### config.mk
export PLATFORM = sky130hd
export DESIGN_NAME = bfps_ctrl
export DESIGN_NICKNAME = d
export VERILOG_FILES = /design/src/design/bfps_pkg.sv /design/src/design/bfps_ctrl.sv
export SDC_FILE = /design/constraint.sdc
export NUM_CORES = 1
export LEC_CHECK = 0
export ABC_AREA = 1
export ABC_CLOCK_PERIOD_IN_PS = 2200
export BUFFER_PORTS_ARGS = -buffer_cell sky130_fd_sc_hd__buf_2
export CORE_AREA = 2 2 39 41
export CTS_CLUSTER_DIAMETER = 100
export CTS_CLUSTER_SIZE = 12
export DETAILED_ROUTE_END_ITERATION = 10
export DIE_AREA = 0 0 41 43
export PLACE_DENSITY = 0.41
export RECOVER_POWER = 25
export SYNTH_ARGS = -nofsm -noshare
export SYNTH_HDL_FRONTEND = slang
export SYNTH_SLANG_ARGS = --single-unit
### constraint.sdc
create_clock -name clk -period 2.2 [get_ports clk]
set_input_delay 0.44 -clock clk [delete_from_list [all_inputs] [get_ports clk]]
set_output_delay 0.44 -clock clk [all_outputs]
set_load 0.01 [all_outputs]
### src/design/bfps_pkg.sv
`default_nettype none
// ----------------------------------------------------------------------------
// Byte FIFO with pattern search - shared package
// Request/result payload types, request codes, controller states and the
// command/status structs between the controller and the datapath.
// ----------------------------------------------------------------------------
package bfps_pkg;

    localparam int BYTE_W     = 8;
    localparam int FILL_W     = 10;
    localparam int PATTERN_W  = 64;
    localparam int PLEN_W     = 4;
    localparam int CFG_IDX_W  = 1;
    localparam int CFG_DATA_W = 64;

    localparam logic [1:0] REQ_WRITE = 2'd0;
    localparam logic [1:0] REQ_READ  = 2'd1;
    localparam logic [1:0] REQ_FLUSH = 2'd2;
    localparam logic [1:0] REQ_FIND  = 2'd3;

    localparam logic [CFG_IDX_W-1:0] CFG_SEARCH_PATTERN = 1'd0;
    localparam logic [CFG_IDX_W-1:0] CFG_PATTERN_LENGTH = 1'd1;

    typedef struct packed {
        logic [1:0]        req_type;
        logic [BYTE_W-1:0] write_byte;
    } req_t;

    typedef struct packed {
        logic [BYTE_W-1:0] read_byte;
        logic              read_valid;
        logic              accepted;
        logic              found;
        logic [FILL_W-1:0] fill_count;
    } res_t;

    typedef enum logic {
        ST_IDLE,
        ST_SCAN
    } state_t;

    typedef enum logic [2:0] {
        OP_NONE,
        OP_WRITE,
        OP_READ,
        OP_FLUSH,
        OP_SCAN_LOAD,
        OP_SCAN_STEP,
        OP_FIND_DONE
    } dp_op_t;

    typedef struct packed {
        dp_op_t op;
        logic   found;
    } ctl_cmd_t;

    typedef struct packed {
        logic scan_trivial;
        logic scan_hit;
        logic scan_end;
    } dp_status_t;

endpackage

`default_nettype wire

### src/design/bfps_ctrl.sv
`default_nettype none
// ----------------------------------------------------------------------------
// Byte FIFO with pattern search - controller
// Decodes requests in idle and sequences the pattern scan.
// ----------------------------------------------------------------------------
module bfps_ctrl
    import bfps_pkg::*;
(
    input  wire             clk,
    input  wire             rst_n,
    input  wire             start,
    input  wire req_t       req,
    input  wire dp_status_t status,
    output logic            busy,
    output ctl_cmd_t        cmd
);

    state_t state_reg;
    state_t state_next;

    always_ff @(posedge clk or negedge rst_n)
    begin
        if (!rst_n)
        begin
            state_reg <= ST_IDLE;
        end
        else
        begin
            state_reg <= state_next;
        end
    end

    always_comb
    begin
        state_next = state_reg;
        unique case (state_reg)
            ST_IDLE:
            begin
                if (start && req.req_type == REQ_FIND && !status.scan_trivial)
                begin
                    state_next = ST_SCAN;
                end
            end
            ST_SCAN:
            begin
                if (status.scan_hit || status.scan_end)
                begin
                    state_next = ST_IDLE;
                end
            end
            default: state_next = ST_IDLE;
        endcase
    end

    always_comb
    begin
        cmd.op    = OP_NONE;
        cmd.found = 1'b0;
        busy      = (state_reg == ST_SCAN);
        unique case (state_reg)
            ST_IDLE:
            begin
                if (start)
                begin
                    unique case (req.req_type)
                        REQ_WRITE: cmd.op = OP_WRITE;
                        REQ_READ:  cmd.op = OP_READ;
                        REQ_FLUSH: cmd.op = OP_FLUSH;
                        REQ_FIND:
                        begin
                            // nothing to scan: answer not found at once
                            cmd.op = status.scan_trivial ? OP_FIND_DONE : OP_SCAN_LOAD;
                        end
                        default: cmd.op = OP_NONE;
                    endcase
                end
            end
            ST_SCAN:
            begin
                if (status.scan_hit)
                begin
                    cmd.op    = OP_FIND_DONE;
                    cmd.found = 1'b1;
                end
                else if (status.scan_end)
                begin
                    cmd.op = OP_FIND_DONE;
                end
                else
                begin
                    cmd.op = OP_SCAN_STEP;
                end
            end
            default: cmd.op = OP_NONE;
        endcase
    end

    a_scan_entry: assert property (@(posedge clk) disable iff (!rst_n)
        $rose(busy) |-> $past(start) && $past(req.req_type) == REQ_FIND)
        else $error("scan entered without a find transaction");

    a_no_step_in_idle: assert property (@(posedge clk) disable iff (!rst_n)
        state_reg == ST_IDLE |-> cmd.op != OP_SCAN_STEP)
        else $error("scan step issued while idle");

endmodule

`default_nettype wire

==> qor.csv <==
metric,value,unit
synth.distinct_cells,7,
period_needed,1.41,ns
antenna_cells,0,
critical_path_arrival,0.97,ns
syn_avg_cell_area,4.90,sq um
synth_top_family_by_area,simple AND/OR/NAND/NOR gates,
clk_pin_slew,0,ns
drive_gt1_share,37.1,%
synth_mux_area_share,0,%
crit_required,1.76,ns
finalClockSkew,0,ns
ff2ff_setup_slack,1.42,ns
final_nets,53,
grt_pass1_vias,115,
synth_cells,23,
slew_headroom,89.5,%
grt_pass1_wl,427,um
dp_hpwl,283,um
first_pass_iters,1,
vias,162,
outcome,"complete, no violations",
synth_area_leader_cell,nand2_1,
cts_hold_buf,0,
n_fill_cell,166,
synth_area_leaders,"nand2_1, dfrtp_1, inv_1, nand3_1, nor2_1",
instances_no_fill,51,
drv_slew,0,
synth_compound_area_share,4.44,%
rows,14,
hp-class,in -> async,
core-area,0.00138,sq mm
slowest_stage,buf_2,
cap_viol_max_count,0,
worst-setup-path-type,in -> out,
ff2ff_path_depth,3,
ant_nets,0,
crit_path_start,status[0],
hold_viol,0,
postCtsSetupRepairBufs,0,
grt_max_degree,6,
worst_r2r_endpoint,busy,
die_width,41,um
drt_drc_violations_left,0,
synth_edf_count,0,
largest_reg_flops,1,
drtIter0Drc,0,
antenna_found_initial,0,
worst_setup_path_start_kind,input pin,
cp_top_family,simple AND/OR/NAND/NOR gates,
crit_fanout,3,
synth_warnings,0,
tightest_slew,0.158,ns
crit_buf_inv,2,
fmax,710,MHz
period_share,64.0,%
cts_resized,0,
p_per_area,238,mW/mm^2
synth.cell_area,113,sq um
async_reset_ff_share,100,%
setup_viol,0,
syn-num-nets,39,
yosys.area_share.simple,53.3,%
leakage,0.144,nW
port_buffers,12,
finalSetupTns,0,ns
area_delta_synth_final,71.1,%
seq_area_frac_synth,22.2,%
synthXorXnorAreaFrac,0,%
ys_ff_latch,1,
io_pins,21,
overflow,0,
rsz0062_at_grt,no,
ir_worst_vdd,0.0398,mV
path_cells,"buf_2, nor2_1, nand2_1, nand2_1, nor2_1, buf_2",
synthAdderAreaFrac,0,%
yosys-top-cells-count,"nand2_1, inv_1, nand3_1, nor2_1",
dieArea,0.00176,sq mm
via_per_inst,3.18,
place_inst,51,
yosysMostFrequentCell,nand2_1,
finalCoreUtilization,13.9,%
gp_congestion,0.564,
r2r-start,busy,
routed_wl,296,um
cp-end-kind,output port,
die_h,43,um
synth.top_cell.area_share,30.0,%
cpPeakStageDelay,0.12,ns
grtUsageTotal,3.20,%
synthFlopType,dfrtp_1,
clk_latency,0,ns
initial_core_util,8.14,%
wl_per_cell,5.80,um
-- cells in the final DEF, fill, tap and decap left out --
| master | instances |
|---|---|
| o21ai_0 | 1 |
| buf_2 | 12 |
| dfrtp_1 | 1 |
| inv_1 | 5 |
| nand3_1 | 3 |
| nand2_1 | 9 |
| nor2_1 | 3 |
| inv_2 | 1 |
-- worst reg2reg max path, cell delays in order, from the launching register on --
cell     delay, ns
dfrtp_1       0.40
nor2_1        0.16
nand3_1       0.09
nand2_1       0.06
-- cells by family (layout without fill, tap and decap cells) --
group	Yosys count	in the layout
flip-flops	1	1
AND/OR/NAND/NOR	15	15
AO/OA/AOI/OAI	1	1
buffers and inverters	6	18
-- layer usage --
layer	GRT usage, %	vias to the layer above	wire, um
li1	-	91	-
met1	3.81	65	123
met2	6.25	6	151
met3	0	0	22
met4	0	0	0
met5	0	-	0
-- worst max path at each step --
| stage | end | cells past startpoint |
|---|---|---|
| CTS | cmd[2] | 6 |
| detailed placement | cmd[2] | 6 |
| global placement | cmd[2] | 6 |
| global route | cmd[2] | 7 |
| floorplan | cmd[2] | 5 |
| finish | cmd[2] | 6 |
-- cell type report --
| class | instances | area, sq um | share of cell area, % |
|---|---|---|---|
| inverters | 6 | 22.5 | 11.7 |
| repair buffers | 12 | 60.1 | 31.2 |
| well taps | 16 | 20.0 | 10.4 |
| multi-input cells | 16 | 65.1 | 33.8 |
| flip-flops and latches | 1 | 25.0 | 13.0 |
-- per-stage QoR --
stage / hold WS [ns] / total power, W / setup WS (ns) / cell area (sq um)
after detailed placement: 0.219 / 0.0000464 / 0.780 / 193
after CTS: 0.219 / 0.0000465 / 0.777 / 193
after global placement: 0.218 / 0.0000464 / 0.786 / 193
final: 0.217 / 0.0000459 / 0.792 / 193
after global routing: 0.222 / 0.0000504 / 0.687 / 193
after floorplan: 0.144 / 0.0000329 / 0.975 / 113
-- where the power goes --
part / switching [W] / internal (W)
clock network: 0 / 0
logic: 0.0000135 / 0.0000120
registers: 0.000000923 / 0.0000194
total: 0.0000144 / 0.0000314
Power figures use the tool's default switching activity.
